File: src/rtl/core/rbma_pkg.sv
// ----------------------------------------------------------------------------
// rbma_pkg - shared types and constants for the ring buffer moving average
// Default sizes, configuration width and the sequencer state encoding.
// ----------------------------------------------------------------------------
package rbma_pkg;

	// window register width as seen on the configuration port
	localparam int CFG_W = 7;

	// defaults for the top-level parameters
	localparam int MAX_WINDOW_DEF  = 64;
	localparam int SAMPLE_BITS_DEF = 16;

	// sequencer states, one-hot
	typedef enum logic [5:0] {
		ST_IDLE  = 6'b000001,
		ST_DELTA = 6'b000010,
		ST_UPD   = 6'b000100,
		ST_PREP  = 6'b001000,
		ST_DIV   = 6'b010000,
		ST_FIN   = 6'b100000
	} state_t;

endpackage

File: src/rtl/core/ring_buffer_moving_average.sv
// ----------------------------------------------------------------------------
// ring_buffer_moving_average - simple moving average over a sample ring
// Running sum of the last N samples divided by the samples held, with a
// bit-serial restoring divider.
// ----------------------------------------------------------------------------
// Usage:
//   Samples enter on the s_axis channel, one per transaction; every sample
//   yields exactly one average on the m_axis channel, in order. The average
//   is the running sum of the samples held divided by their count, truncated
//   toward zero. cfg_* writes the window length (0 acts as 1, values above
//   MAX_WINDOW saturate) and clears sum, fill count and write slot; write it
//   only while the block is idle. cfg_ready is high only while the sequencer
//   is idle, and s_axis_tready is held low while cfg_valid is high.
// Sequencing:
//   An accepted sample passes the DELTA, UPD, PREP, DIV and FIN states before
//   m_axis_tvalid rises; the divider yields one quotient bit per cycle, SUM_W
//   bits in all (SUM_W = SAMPLE_BITS + log2(MAX_WINDOW)). One sample is worked
//   on at a time: no new sample is taken until the sequencer is idle again.
// Reset:
//   arst_n clears sum, fill count, write slot and the output valid flag and
//   sets the window to MAX_WINDOW. The sample ring is not cleared: a slot's old
//   value is only used after the slot has been written since the last clear.
// Stall:
//   A finished average sits in the output register; the next sample is taken
//   meanwhile. If that next average is done while the register is still
//   full, the sequencer waits in its final state until m_axis_tready.
// ----------------------------------------------------------------------------
module ring_buffer_moving_average #(
	parameter int MAX_WINDOW  = rbma_pkg::MAX_WINDOW_DEF,
	parameter int SAMPLE_BITS = rbma_pkg::SAMPLE_BITS_DEF
) (
	input  logic                                clk,
	input  logic                                arst_n,

	// window length register
	input  logic                                cfg_valid,
	output logic                                cfg_ready,
	input  logic [rbma_pkg::CFG_W-1:0]          cfg_data,

	// sample input
	input  logic                                s_axis_tvalid,
	output logic                                s_axis_tready,
	input  logic [((SAMPLE_BITS+7)/8)*8-1:0]    s_axis_tdata,   // [SAMPLE_BITS-1:0] sample

	// average output
	output logic                                m_axis_tvalid,
	input  logic                                m_axis_tready,
	output logic [((SAMPLE_BITS+7)/8)*8-1:0]    m_axis_tdata    // [SAMPLE_BITS-1:0] average
);

	localparam int DATA_W = ((SAMPLE_BITS + 7) / 8) * 8;
	localparam int IDX_W  = $clog2(MAX_WINDOW);          // ring address
	localparam int CNT_W  = $clog2(MAX_WINDOW + 1);      // fill count, window
	localparam int SUM_W  = SAMPLE_BITS + IDX_W;         // never overflows
	localparam int DLT_W  = SAMPLE_BITS + 1;             // new minus oldest
	localparam int BIT_W  = $clog2(SUM_W);               // divider step count

	rbma_pkg::state_t state_q;

	// configuration and running state
	logic [CNT_W-1:0]              win_q;    // effective window, 1..MAX_WINDOW
	logic [CNT_W-1:0]              fill_q;
	logic [IDX_W-1:0]              slot_q;
	logic signed [SUM_W-1:0]       sum_q;
	logic                          full_q;

	// per-item payload
	logic signed [SAMPLE_BITS-1:0] smp_q;
	logic signed [SAMPLE_BITS-1:0] rd_q;     // oldest sample, registered read
	logic signed [DLT_W-1:0]       delta_q;

	// divider
	logic [SUM_W-1:0]              dvd_q;    // dividend in, quotient out
	logic [CNT_W-1:0]              rem_q;
	logic [BIT_W-1:0]              bit_q;
	logic                          neg_q;

	// output register
	logic                          ovalid_q;
	logic [SAMPLE_BITS-1:0]        avg_q;

	logic [SAMPLE_BITS-1:0]        ring_mem [MAX_WINDOW];

	logic                          in_xact;
	logic                          out_xact;
	logic                          cfg_xact;
	logic                          out_free;
	logic [CNT_W-1:0]              win_new;
	logic [CNT_W-1:0]              slot_inc;
	logic [CNT_W:0]                rem_shift;
	logic [CNT_W:0]                rem_diff;
	logic                          q_bit;
	logic [SAMPLE_BITS-1:0]        quo;

	// window write wins over a sample offered in the same cycle
	assign cfg_ready     = (state_q == rbma_pkg::ST_IDLE);
	assign s_axis_tready = (state_q == rbma_pkg::ST_IDLE) && !cfg_valid;
	assign in_xact       = s_axis_tvalid & s_axis_tready;
	assign out_xact      = ovalid_q & m_axis_tready;
	assign cfg_xact      = cfg_valid & cfg_ready;
	assign out_free      = !ovalid_q || m_axis_tready;

	assign m_axis_tvalid = ovalid_q;
	assign m_axis_tdata  = DATA_W'(avg_q);

	// clamp written window: zero acts as one, oversize saturates
	always_comb begin
		if (cfg_data == '0) begin
			win_new = CNT_W'(1);
		end else if (32'(cfg_data) > 32'(MAX_WINDOW)) begin
			win_new = CNT_W'(MAX_WINDOW);
		end else begin
			win_new = CNT_W'(cfg_data);
		end
	end

	assign slot_inc = CNT_W'(slot_q) + CNT_W'(1);

	// one restoring step per cycle
	assign rem_shift = {rem_q, dvd_q[SUM_W-1]};
	assign rem_diff  = rem_shift - {1'b0, fill_q};
	assign q_bit     = !rem_diff[CNT_W];

	assign quo = dvd_q[SAMPLE_BITS-1:0];

	// sample ring: read-first, written on the accepting edge
	always_ff @(posedge clk) begin
		if (in_xact) begin
			rd_q             <= ring_mem[slot_q];
			ring_mem[slot_q] <= s_axis_tdata[SAMPLE_BITS-1:0];
			smp_q            <= s_axis_tdata[SAMPLE_BITS-1:0];
		end
	end

	// datapath payload
	always_ff @(posedge clk) begin
		case (state_q)
			rbma_pkg::ST_DELTA: begin
				// oldest sample only leaves once the window is full
				delta_q <= DLT_W'(smp_q) - (full_q ? DLT_W'(rd_q) : DLT_W'(0));
			end
			rbma_pkg::ST_PREP: begin
				neg_q <= sum_q[SUM_W-1];
				dvd_q <= sum_q[SUM_W-1] ? SUM_W'(-sum_q) : SUM_W'(sum_q);
				rem_q <= '0;
			end
			rbma_pkg::ST_DIV: begin
				rem_q <= q_bit ? rem_diff[CNT_W-1:0] : rem_shift[CNT_W-1:0];
				dvd_q <= {dvd_q[SUM_W-2:0], q_bit};
			end
			rbma_pkg::ST_FIN: begin
				if (out_free) begin
					avg_q <= neg_q ? SAMPLE_BITS'(-quo) : quo;
				end
			end
			default: begin
			end
		endcase
	end

	// control
	always_ff @(posedge clk or negedge arst_n) begin
		if (!arst_n) begin
			state_q  <= rbma_pkg::ST_IDLE;
			win_q    <= CNT_W'(MAX_WINDOW);
			fill_q   <= '0;
			slot_q   <= '0;
			sum_q    <= '0;
			full_q   <= 1'b0;
			bit_q    <= '0;
			ovalid_q <= 1'b0;
		end else begin
			if (out_xact) begin
				ovalid_q <= 1'b0;
			end

			case (state_q)
				rbma_pkg::ST_IDLE: begin
					if (cfg_xact) begin
						win_q  <= win_new;
						fill_q <= '0;
						slot_q <= '0;
						sum_q  <= '0;
					end else if (in_xact) begin
						full_q <= (fill_q == win_q);
						if (fill_q != win_q) begin
							fill_q <= fill_q + CNT_W'(1);
						end
						slot_q  <= (slot_inc >= win_q) ? '0 : slot_inc[IDX_W-1:0];
						state_q <= rbma_pkg::ST_DELTA;
					end
				end
				rbma_pkg::ST_DELTA: begin
					state_q <= rbma_pkg::ST_UPD;
				end
				rbma_pkg::ST_UPD: begin
					sum_q   <= sum_q + SUM_W'(delta_q);
					state_q <= rbma_pkg::ST_PREP;
				end
				rbma_pkg::ST_PREP: begin
					bit_q   <= BIT_W'(SUM_W - 1);
					state_q <= rbma_pkg::ST_DIV;
				end
				rbma_pkg::ST_DIV: begin
					bit_q <= bit_q - BIT_W'(1);
					if (bit_q == '0) begin
						state_q <= rbma_pkg::ST_FIN;
					end
				end
				rbma_pkg::ST_FIN: begin
					if (out_free) begin
						ovalid_q <= 1'b1;
						state_q  <= rbma_pkg::ST_IDLE;
					end
				end
				default: begin
					state_q <= rbma_pkg::ST_IDLE;
				end
			endcase
		end
	end

`ifndef SYNTHESIS
	// fill count never runs past the window
	a_fill_le_win: assert property (@(posedge clk) disable iff (!arst_n)
		fill_q <= win_q)
		else $error("fill count above window");

	// write slot stays inside the window
	a_slot_lt_win: assert property (@(posedge clk) disable iff (!arst_n)
		CNT_W'(slot_q) < win_q)
		else $error("write slot outside window");

	// divider remainder stays below the divisor
	a_rem_lt_div: assert property (@(posedge clk) disable iff (!arst_n)
		(state_q == rbma_pkg::ST_DIV) |-> (rem_q < fill_q))
		else $error("divider remainder not reduced");

	// a finished average is always handed to the output register
	a_fin_loads: assert property (@(posedge clk) disable iff (!arst_n)
		(state_q == rbma_pkg::ST_FIN) && out_free |=> ovalid_q)
		else $error("average lost at output register");

	// an accepted sample blocks further input until its average is done
	a_busy: assert property (@(posedge clk) disable iff (!arst_n)
		in_xact |=> !s_axis_tready)
		else $error("input accepted while busy");
`endif

endmodule
File: config.mk
export PLATFORM = sky130hd
export DESIGN_NAME = ring_buffer_moving_average
export DESIGN_NICKNAME = d
export VERILOG_FILES = /design/src/rtl/core/rbma_pkg.sv /design/src/rtl/core/ring_buffer_moving_average.sv
export SDC_FILE = /design/constraint.sdc
export NUM_CORES = 1
export LEC_CHECK = 0
export BUFFER_PORTS_ARGS = -buffer_cell sky130_fd_sc_hd__buf_2
export CAP_MARGIN = 20
export CELL_PAD_IN_SITES_DETAIL_PLACEMENT = 1
export CELL_PAD_IN_SITES_GLOBAL_PLACEMENT = 2
export CORE_MARGIN = 2
export CORE_UTILIZATION = 25
export CTS_CLUSTER_DIAMETER = 50
export DETAILED_ROUTE_END_ITERATION = 7
export GPL_TIMING_DRIVEN = 0
export PLACE_DENSITY = 0.47
export SLEW_MARGIN = 15
export SYNTH_ARGS = -nofsm -noshare
export SYNTH_HDL_FRONTEND = slang
export SYNTH_SLANG_ARGS = --single-unit
File: constraint.sdc
create_clock -name clk -period 4.75 [get_ports clk]
set_clock_uncertainty 0.2 [all_clocks]
set_input_delay 0.95 -clock clk [delete_from_list [all_inputs] [get_ports clk]]
set_output_delay 0.95 -clock clk [all_outputs]
set_load 0.03 [all_outputs]
**Word-level counts from Yosys, hierarchy flattened**

Memory sizes are Yosys's and may differ from the RTL's. A register that Yosys moved wholly into a read port is not among the register bits.
Cells that the tools add are included.

- Reductions and logical operators: 18
- Bitwise gates (word level): 4
- $lt $le $gt $ge: 2
- Add/sub/neg operators: 8
- Mux-type cells: 27
- Equality and inequality tests: 13

Operators by type and width:

| cell | count |
|---|---|
| 22-bit one-hot mux with 2 select lines | 2 |
| 22-bit two-way mux | 2 |
| 6-bit two-way mux | 7 |
| 7-bit two-way mux | 6 |
| 6-bit one-hot mux with 6 select lines | 1 |
| 22-bit by 17-bit adder with 22-bit output | 1 |
| 22-bit negation | 1 |
| 17-bit two-way mux | 1 |
| 16-bit by 17-bit subtractor with 17-bit output | 1 |
| 16-bit two-way mux | 1 |
| 16-bit negation | 1 |
| 7-bit one-hot mux with 2 select lines | 1 |
| 5-bit one-hot mux with 2 select lines | 1 |
| 2-bit AND reduction | 4 |
| 2-bit nonzero test | 4 |
| 8-bit by 7-bit subtractor with 8-bit output | 1 |
| 6-bit by 1-bit adder with 7-bit output, second input constant | 1 |
| 7-bit by 1-bit adder with 7-bit output, second input constant | 1 |
| 7-bit equality test | 1 |
| 7-bit >= comparator | 1 |
| 7-bit greater-than comparator, second input constant | 1 |
| 7-bit zero test | 1 |
| 7-bit inequality test | 1 |
| 6-bit by 1-bit equality test with 1-bit output, second input constant | 1 |
| 17 further kinds | 29 |

- Word-level logic and storage cells: 87
- Memories kept: 1
- Bits in registers: 134
- Bits in writable memories: 1024
- Output and inout port bits: 19

Memory list:

| memory | depth | width | rd ports | clocked after Yosys merged registers in | write ports | line | text |
|---|---|---|---|---|---|---|---|
| ring_mem | 64 | 16 | 1 | 1 | 1 | ring_buffer_moving_average.sv:82 | `logic [SAMPLE_BITS-1:0] ring_mem [MAX_WINDOW];` |

**Longest topological paths before layout**

Gate-level depths: netlist of run 1.

- Depth in word-level cells: 6
- Mapped depth: 15
- Gate-level depth less buffers: 10

**Worst setup path before layout of run 1**

Ideal clock, no wire load.

- Kind: register to register
- Start point: register state_q[1]
- End point: memory ring_mem[14][0] (netlist name), enable pin
- Library setup time: 0.389 ns
- Path slack: 1.183 ns
- Arrival time: 2.979 ns
- Stages on the path, launching flop included: 8
- Cell sequence: dfrtp_1 -> nor4_1 -> nand3b_1 -> inv_2 -> and3_1 -> buf_2 -> nand3_1 -> nor2_1

- Longest elaborated chain between the ends: 5

RTL lines:

| element | line | text |
|---|---|---|
| from (decl) | ring_buffer_moving_average.sv:58 | `rbma_pkg::state_t state_q;` |
| from (signal assigned) | ring_buffer_moving_average.sv:164 | `state_q <= rbma_pkg::ST_IDLE;` |
| from (signal assigned) | ring_buffer_moving_average.sv:190 | `state_q <= rbma_pkg::ST_DELTA;` |
| from (signal assigned) | ring_buffer_moving_average.sv:194 | `state_q <= rbma_pkg::ST_UPD;` |
| 6-bit by 1-bit equality test with 1-bit output | -- |  |
| via cfg_ready | ring_buffer_moving_average.sv:37 | `output logic cfg_ready,` |
| 1-bit logical AND | ring_buffer_moving_average.sv:97 | `assign s_axis_tready = (state_q == rbma_pkg::ST_IDLE) && !cfg_valid;` |
| 1-bit bitwise AND | ring_buffer_moving_average.sv:98 | `assign in_xact = s_axis_tvalid & s_axis_tready;` |
| via in_xact | ring_buffer_moving_average.sv:84 | `logic in_xact;` |
| 1-bit two-way mux | ring_buffer_moving_average.sv:128 | `if (in_xact) begin` |
| 1-bit two-way mux (not written as such) | ring_buffer_moving_average.sv:130 | `ring_mem[slot_q] <= s_axis_tdata[SAMPLE_BITS-1:0];` |
| to (decl) | ring_buffer_moving_average.sv:82 |  |

The timed path passes the listed nets, and every way through them passes these cells.

**Worst setup path in the final report of run 1**

- Start point: register slot_q[1]
- End point: memory ring_mem[54][8] (netlist name), enable pin

RTL lines:

| element | line | text |
|---|---|---|
| from (decl) | ring_buffer_moving_average.sv:63 | `logic [IDX_W-1:0] slot_q;` |
| from (signal assigned) | ring_buffer_moving_average.sv:189 | `slot_q <= (slot_inc >= win_q) ? '0 : slot_inc[IDX_W-1:0];` |

Straight into the memory's write port.

==> results of run 1 <==
-- stage by stage --
stage	hold slack (ns)	utilization (%)
global placement	0.279	26.9
global route	0.0617	31.1
detailed placement	0.304	27.8
CTS	0.0136	30.9
floorplan	0.262	-
finish	0.0324	31.1
-- report_power, final --
| group | total [mW] | internal (mW) | switching (mW) |
|---|---|---|---|
| logic | 10.8 | 3.10 | 7.68 |
| clock network | 12.7 | 7.72 | 4.97 |
| registers | 11.8 | 11.7 | 0.186 |
-- final cells by class --
| cell class | instances | area, sq um |
|---|---|---|
| antenna | 8 | 20.0 |
| clock buffer | 179 | 4140 |
| inverter | 47 | 176 |
| sequential | 1174 | 35000 |
| timing repair buffer | 138 | 1990 |
| buffer | 159 | 983 |
| tap | 2526 | 3160 |
| multi-input combinational | 1561 | 12800 |
| fill | 19679 | 133000 |
| clock inverter | 119 | 1480 |
-- cells by family (layout without fill, tap and decap cells) --
logic type	after synthesis	after routing
xor+xnor	86	86
simple gates	502	502
fa+ha+maj	60	60
buf+inv	210	642
mux	295	295
other cells	0	8
flops	1174	1174
compound gates	618	618
-- cells in the mapped netlist, drive strengths merged, types with 5 or more instances --
cell type / instances
a211oi: 5
a21o: 12
a21oi: 138
a221o: 5
a221oi: 128
a22o: 34
a22oi: 41
a31oi: 8
and2: 6
and3: 10
buf: 107
clkbuf: 55
dfrtp: 53
edfxtp: 1119
ha: 57
inv: 45
mux2: 90
mux2i: 114
mux4: 91
nand2: 123
nand2b: 16
nand3: 38
nand3b: 10
nand4: 5
nor2: 216
nor2b: 17
nor3: 16
nor3b: 6
nor4: 6
o211ai: 7
o21a: 5
o21ai: 115
o221ai: 5
o22a: 8
o22ai: 63
o31ai: 11
o41ai: 5
or2: 8
or3: 7
or4: 13
xnor2: 59
xor2: 27
-- worst max-delay path by stage --
| stage | startpoint | end | slack (ns) | cells after the start |
|---|---|---|---|---|
| 3_3_place_gp | slot_q[2]$_DFFE_PN0P_ | ring_mem[55][11]$_DFFE_PP_ | -2.44 | 5 |
| 4_1_cts | state_q[1]$_DFFE_PN0P_ | ring_mem[2][14]$_DFFE_PP_ | -0.01 | 7 |
| 6_report | slot_q[1]$_DFFE_PN0P_ | ring_mem[54][8]$_DFFE_PP_ | -0.03 | 9 |
| 5_1_grt | slot_q[1]$_DFFE_PN0P_ | ring_mem[54][8]$_DFFE_PP_ | 0.007 | 9 |
| 2_1_floorplan | state_q[1]$_DFFE_PN0P_ | ring_mem[14][0]$_DFFE_PP_ | 1.18 | 7 |
| 3_5_place_dp | slot_q[0]$_DFFE_PN0P_ | ring_mem[25][12]$_DFFE_PP_ | -0.96 | 8 |
-- routing by layer --
metal / up-vias / wire, um / GRT usage, %
met5: - / 13 / 0
met4: 2 / 8480 / 8.00
met3: 326 / 16200 / 4.46
met2: 1374 / 96800 / 33.6
met1: 16351 / 90800 / 28.8
li1: 12404 / - / -
-- registers in the layout (all words and copies together) (netlist names), 6 cells and up --
| name | flops |
|---|---|
| delta_q | 17 |
| dvd_q | 22 |
| fill_q | 7 |
| m_axis_tdata | 16 |
| rd_q | 16 |
| rem_q | 7 |
| ring_mem | 1024 |
| slot_q | 6 |
| smp_q | 16 |
| state_q | 6 |
| sum_q | 22 |
| win_q | 7 |
-- cells in the final DEF (no fill, tap or decap), types with 13 or more instances in the layout --
cell        Yosys  routed
o21ai_0       113     112
clkbuf_2        0      14
edfxtp_1     1119    1119
nand3_1        38      35
a22oi_1        41      41
nand2_1       123     118
clkinvlp_4      0      13
a21oi_1       138     138
nor3_1         16      13
mux4_2         91      91
buf_16          0      25
mux2_2         84      84
a22o_1         34      34
nand2b_1       16      15
a221oi_1      125     125
clkinv_2        0      29
xnor2_1        59      59
buf_2          59      76
nor2_4          0      62
dfrtp_1        53      53
clkinv_1        2      24
buf_6          13      25
clkbuf_1       53      54
xor2_1         27      27
ha_1           57      57
nor2_1        216     151
mux2i_1       114     113
nor2b_1        17      14
clkbuf_16       0     163
inv_1          43      43
buf_12          0      34
o22ai_1        63      63
buf_4          23      64
bufinv_16       0      25
-- critical path, delay by kind of cell (launching register included) --
kind | cells | cell delay, ns
buffers and inverters | 7 | 2.55
AND/OR/NAND/NOR | 2 | 1.21
flip-flops | 1 | 0.41
-- what timing repair did --
item	in CTS	in global routing
pin swaps	19	8
buffers inserted	28	9
gates resized for setup	31	9
endpoints found under the setup margin	1033	259
==> metrics.md, run 1 <==
| Metric | Value |
|---|---|
| Critical path's slowest cell | nand3_2 |
| Status | complete, but fails checks |
| HP Class | in -> async |
| Post-Synth XOR/XNOR Area | 1.56% |
| Final nets | 3,330 |
| Max-slew violations | 0 |
| Worst R2R Start | slot_q[1]$_DFFE_PN0P_ |
| Final setup viols | 15 |
| RSZ-0062 raised after global routing | no |
| Leak | 19.5 nW |
| Slew @ Worst Pin | 1.21 ns |
| Global route overflow | 0 |
| CTS root buf | clkbuf_16 |
| Die Span Y | 444 um |
| Reg2reg setup slack | -0.03 ns |
| FF+latch count, synth | 1,174 |
| Failing checks | setup timing |
| Worst R2R Path Depth | 9 |
| Drt wl/cell | 35.9 um |
| Critical-path cell list | buf_6 -> buf_6 -> buf_6 -> buf_4 -> buf_2 -> buf_2 -> nand3_2 -> nor2_4 -> buf_12 |
| Die W | 444 um |
| CTS Buffer Depth | 3 |
| Crit Path Max Fanout | 12 |
| Core Area | 0.192 sq mm |
| Drc violations | 0 |
| Vias | 30,457 |
| Power, Total | 35.3 mW |
| Total Wirelength | 212,000 um |
| Synthesized area | 0.0484 sq mm |
| Cell taking the most area after synthesis | edfxtp_1 |
| Worst slack at placement | -0.962 ns |
| Placed cells | 5,570 |
| Total GRT Usage | 21.3% |
| First DRT Iteration DRCs | 3,622 |
| MaxCap Viol Count | 0 |
| Synth area leaders | edfxtp_1 69%, mux4_2 4.2%, dfrtp_1 2.7% |
| Antenna violations before repair | 22 |
| CTS Hold Bufs | 0 |
| Routability Congestion | 0.900 |
| Share of post-route cells with drive strength above 1 | 23.8% |
| Seq/Total Area, Yosys | 72.3% |
| Die area | 0.197 sq mm |
| Fin crit period | 4.78 ns |
| Highest clock rate | 209 MHz |
| Clk Latency, worst-skew pair | 0.83 ns |
| Final TNS setup | -0.247 ns |
| Clock slew at reported path FFs | 0.05 ns |
| DRT Pass-1 Iters | 6 |
| Arr. time, crit path | 5.06 ns |
| Peak supply drop | 325 uV |
| Ys async rst share | 4.68% |
| Post-Synth Adder-Cell Area | 1.60% |
| # IOs | 47 |
| Delay of the slowest cell on the worst path | 0.67 ns |
| First-pass GRT wire length | 283,000 um |
| CTS tree | built |
| Area after DPL | 0.0534 sq mm |
| Pin count of the biggest net entering global routing | 66 |
| Relative slew slack | 19.1% |
| Pwr dens | 591 mW/mm^2 |
| Post-synthesis mux area share | 8.72% |
| Net Count, Synth | 3,033 |
| Most common flop cell mapped by yosys | edfxtp_1 |
| Clock Sinks | 1,174 |
| Final hold vios | 0 |
| Synthesized instance count | 2,945 |
| Synth Area in Simple Gates | 4.74% |
| Compound-gate portion of the synthesized area | 8.78% |
| Cts bufs inserted | 161 |
| Final instance area | 0.0598 sq mm |
| Main combinational cell family by area after synthesis | compound AO/OA/AOI/OAI gates |
| DR vias/cell | 5.15 |
| Top cell type's share of synthesized area | 69.5% |
| Area growth syn-to-layout | 23.6% |
| Syn. warnings | 0 |
| # rows | 161 |
| CTS H-tree depth | 4 |
| Final setup margin | -0.0292 ns |
| Vias in the first global route | 31,079 |
| Post-synth EDFFs | 1,119 |
| Crit start category | flop |
| Non-Filler Instances | 5,911 |
| Worst endpoint required time | 5.04 ns |
| Critical path type | reg -> reg |
| Crit end category | flop |
| CP most frequent cell | buf_6 |
| Initial core utilization | 25.1% |
| DP HPWL | 140,000 um |
| Antenna Nets Post-Route | 0 |
| Port Buf Inserts | 46 |
| R2r endpoint | ring_mem[54][8]$_DFFE_PP_ |
| Mean Syn Cell Area | 16.4 sq um |
| Yosys cell types | 85 |
| Period utilization | 101% |
Note: power is estimated with default switching activity, not from simulation.
==> run 2: changes to the inputs <==
--- a/config.mk
+++ b/config.mk
@@ -5,6 +5,7 @@
 export SDC_FILE = /design/constraint.sdc
 export NUM_CORES = 1
 export LEC_CHECK = 0
+export ABC_AREA = 1
 export BUFFER_PORTS_ARGS = -buffer_cell sky130_fd_sc_hd__buf_2
 export CAP_MARGIN = 20
 export CELL_PAD_IN_SITES_DETAIL_PLACEMENT = 1
@@ -14,8 +15,8 @@
 export CTS_CLUSTER_DIAMETER = 50
 export DETAILED_ROUTE_END_ITERATION = 7
 export GPL_TIMING_DRIVEN = 0
-export PLACE_DENSITY = 0.47
-export SLEW_MARGIN = 15
+export MAX_ROUTING_LAYER = met4
+export PLACE_DENSITY = 0.51
 export SYNTH_ARGS = -nofsm -noshare
 export SYNTH_HDL_FRONTEND = slang
 export SYNTH_SLANG_ARGS = --single-unit
==> run 2 against run 1 <==
The run now ends clean; sequential share of layout area is 2.6 points lower; clock power is 5% higher; wire length is 11% higher; final cell count is 35% higher; sequential power hardly changed; critical path depth is 2 higher; hold slack better by 0.12 ns; highest routed layer is now met4.
==> metrics.md, run 2 <==
| Metric | Value |
|---|---|
| Status | complete, no violations |
| Most frequent cell after synthesis | nand2_1 |
| Worst endpoint required time | 5.09 ns |
| Top cell type's share of synthesized area | 65.6% |
| Biggest register | ring_mem |
| Power, Total | 35.4 mW |
| Reg2reg setup slack | 0.57 ns |
| R2r endpoint | rd_q[4]$_DFFE_PP_ |
| Clock Sinks | 1,174 |
| Fin crit period | 4.18 ns |
| Commonest non-fill, non-tap cell in the layout | nand2_1 |
| Highest clock rate | 239 MHz |
| Peak supply drop | 406 uV |
| Period utilization | 88.1% |
| Total Wirelength | 236,000 um |
| Compound-gate portion of the synthesized area | 6.19% |
| Die Span Y | 457 um |
| Final setup margin | 0.567 ns |
| Critical-path cell list | inv_2 -> buf_2 -> buf_2 -> buf_2 -> a21oi_1 -> o21ai_1 -> nand2_1 -> nand2_1 -> nand2_1 -> nor2_1 -> nand2_1 |
| Max FFs per register | 1,024 |
| Min Hold Slack | 0.152 ns |
| Yosys cell types | 43 |
| HP Class | in -> reg |
| Clk Latency, worst-skew pair | 0.85 ns |
| Post-Synth XOR/XNOR Area | 0.889% |
| Net Count, Synth | 4,975 |
| MaxCap Viol Count | 0 |
| Crit start category | flop |
| Initial core utilization | 25.1% |
| CTS H-tree depth | 4 |
| Worst R2R Path Depth | 11 |
| Worst R2R Start | slot_q[1]$_DFFE_PN0P_ |
| Syn. warnings | 0 |
| CP most frequent cell | nand2_1 |
| Antenna violations before repair | 21 |
| Synthesized area | 0.0512 sq mm |
| CTS root buf | clkbuf_16 |
| Main combinational cell family by area after synthesis | simple AND/OR/NAND/NOR gates |
| Core Area | 0.204 sq mm |
| First-pass GRT wire length | 320,000 um |
| Drt wl/cell | 29.5 um |
| Synth area leaders | edfxtp_1 66%, nand2_1 15%, a21oi_1 3.7% |
| Crit end category | flop |
| CTS Buffer Depth | 3 |
| Worst hold path depth | 2 |
| CTS tree | built |
| Worst Hold Path EP | m_axis_tvalid$_DFF_PN0_ |
| Die area | 0.208 sq mm |
| DP HPWL | 169,000 um |
| DRT Pass-1 Iters | 5 |
| Seq/Total Area, Yosys | 68.3% |
| Relative slew slack | 22.5% |
| Final hold vios | 0 |
| Die W | 457 um |
| Pwr dens | 566 mW/mm^2 |
| Cell taking the most area after synthesis | edfxtp_1 |
| Critical Path Source | slot_q[1]$_DFFE_PN0P_ |
| Post-Synth Adder-Cell Area | 1.51% |
| DR vias/cell | 4.71 |
| Fill count | 22,669 |
| # IOs | 47 |
| Post-CTS sizing | 0 |
| First DRT Iteration DRCs | 2,789 |
| Most common flop cell mapped by yosys | edfxtp_1 |
| Leak | 24.1 nW |
| Ys async rst share | 4.68% |
| Total GRT Usage | 23.0% |
| Area growth syn-to-layout | 22.1% |
| Global route overflow | 0 |
| Crit Path Max Fanout | 11 |
| Worst hold start | m_axis_tready |
| Share of post-route cells with drive strength above 1 | 12.2% |
| Final nets | 5,256 |
| # rows | 166 |
| Vias | 37,673 |
| Final setup viols | 0 |
| Synth Area in Simple Gates | 19.5% |
| Biggest regs | ring_mem (1024), dvd_q (22), sum_q (22) |
| Worst slack at placement | 0.486 ns |
| Synthesized instance count | 4,887 |
| RSZ-0062 raised after global routing | no |
| Slew @ Worst Pin | 1.16 ns |
| Max-slew violations | 0 |
| Clock slew at reported path FFs | 0.06 ns |
| Drc violations | 0 |
| Vias in the first global route | 38,098 |
| Cts bufs inserted | 174 |
| Arr. time, crit path | 4.52 ns |
| Critical path's slowest cell | buf_2 |
| Pin count of the biggest net entering global routing | 56 |
| Synth cell count leaders | 2,098 x nand2_1, 1,119 x edfxtp_1, 378 x a21oi_1 |
| Delay of the slowest cell on the worst path | 0.61 ns |
| Postcts setup bufs | 0 |
| Critical path type | reg -> reg |
| Port Buf Inserts | 46 |
| Most frequent cells in the layout | 2,097 x nand2_1, 1,119 x edfxtp_1, 378 x a21oi_1 |
| Post-synthesis mux area share | 0% |
| Mean Syn Cell Area | 10.5 sq um |
| Routability Congestion | 0.894 |
| Antenna Nets Post-Route | 0 |
| Post-synth EDFFs | 1,119 |
| FF+latch count, synth | 1,174 |
==> run 2: cell types whose count changed after synthesis, moves of 91 or more <==
cell	previous run	this run
mux2i_1	114	0
buf_2	59	159
a221oi_1	125	1
a21oi_1	138	378
inv_1	43	201
mux4_2	91	0
o21ai_1	2	105
nand2_1	123	2098
==> run 2: final cells by class <==
cell class                 count  area (sq um)  area share, %
antenna                        8          20.0         0.0320
multi-input combinational   3275         14800           23.6
timing repair buffer         105          1530           2.45
sequential                  1174         35000           56.0
buffer                       222          1050           1.68
clock inverter               111          1430           2.28
clock buffer                 205          4570           7.32
tap                         2688          3360           5.38
inverter                     216           811           1.30
==> run 2: logic make-up (layout without fill, tap and decap cells) <==
kind of cell               Yosys count  count (layout)
adders and majority gates           60              60
and+or+nand+nor                   2541            2541
xor gates and xnor gates            52              52
other                                0               8
AOI/OAI and AO/OA                  622             622
DFF                               1174            1174
buffers and inverters              438             859
==> run 2: power breakdown <==
group	switching, mW	total (mW)	internal [mW]
Combinational	7.94	10.2	2.28
Clock	5.25	13.3	8.07
Sequential	0.206	11.9	11.7
==> run 2: critical path, delay by kind of cell (launching register included) <==
| family | cells | cell delay (ns) |
|---|---|---|
| flip-flops | 1 | 0.48 |
| AND/OR/NAND/NOR | 5 | 0.81 |
| AO/OA/AOI/OAI | 2 | 0.68 |
| buffers and inverters | 4 | 1.69 |
==> run 2: repair_timing <==
item,CTS,global route
endpoints found under the hold margin,26,0
endpoints found under the setup margin,0,0
hold buffers,1,0
==> run 2: how the worst max path moves through the flow <==
stage	end	cells past startpoint
after floorplan	ring_mem[13][0]$_DFFE_PP_	6
after global placement	ring_mem[52][15]$_DFFE_PP_	5
after detailed placement	ring_mem[57][14]$_DFFE_PP_	6
after CTS	ring_mem[57][14]$_DFFE_PP_	6
after global routing	slot_q[1]$_DFFE_PN0P_	12
final	rd_q[4]$_DFFE_PP_	11
==> run 2: per-stage QoR <==
stage          setup TNS (ns)  utilization (%)  area, sq um  cells
6_report                    0             30.6        62500   8004
5_1_grt                     0             30.6        62500   7996
4_1_cts                     0             30.6        62500   7994
3_5_place_dp                0             27.7        56500   7677
3_3_place_gp          -339.04             26.8        54800   7621
2_1_floorplan               0                -        51200   4887
==> run 2: layer usage <==
layer  vias to the layer above  track usage, %  part of all wire, %
li1                      17167               -                    -
met1                     19426            28.7                   44
met2                       816            39.5                   50
met3                       264            2.63                  3.4
met4                         0            5.90                  2.6
met5                         -               -                    0
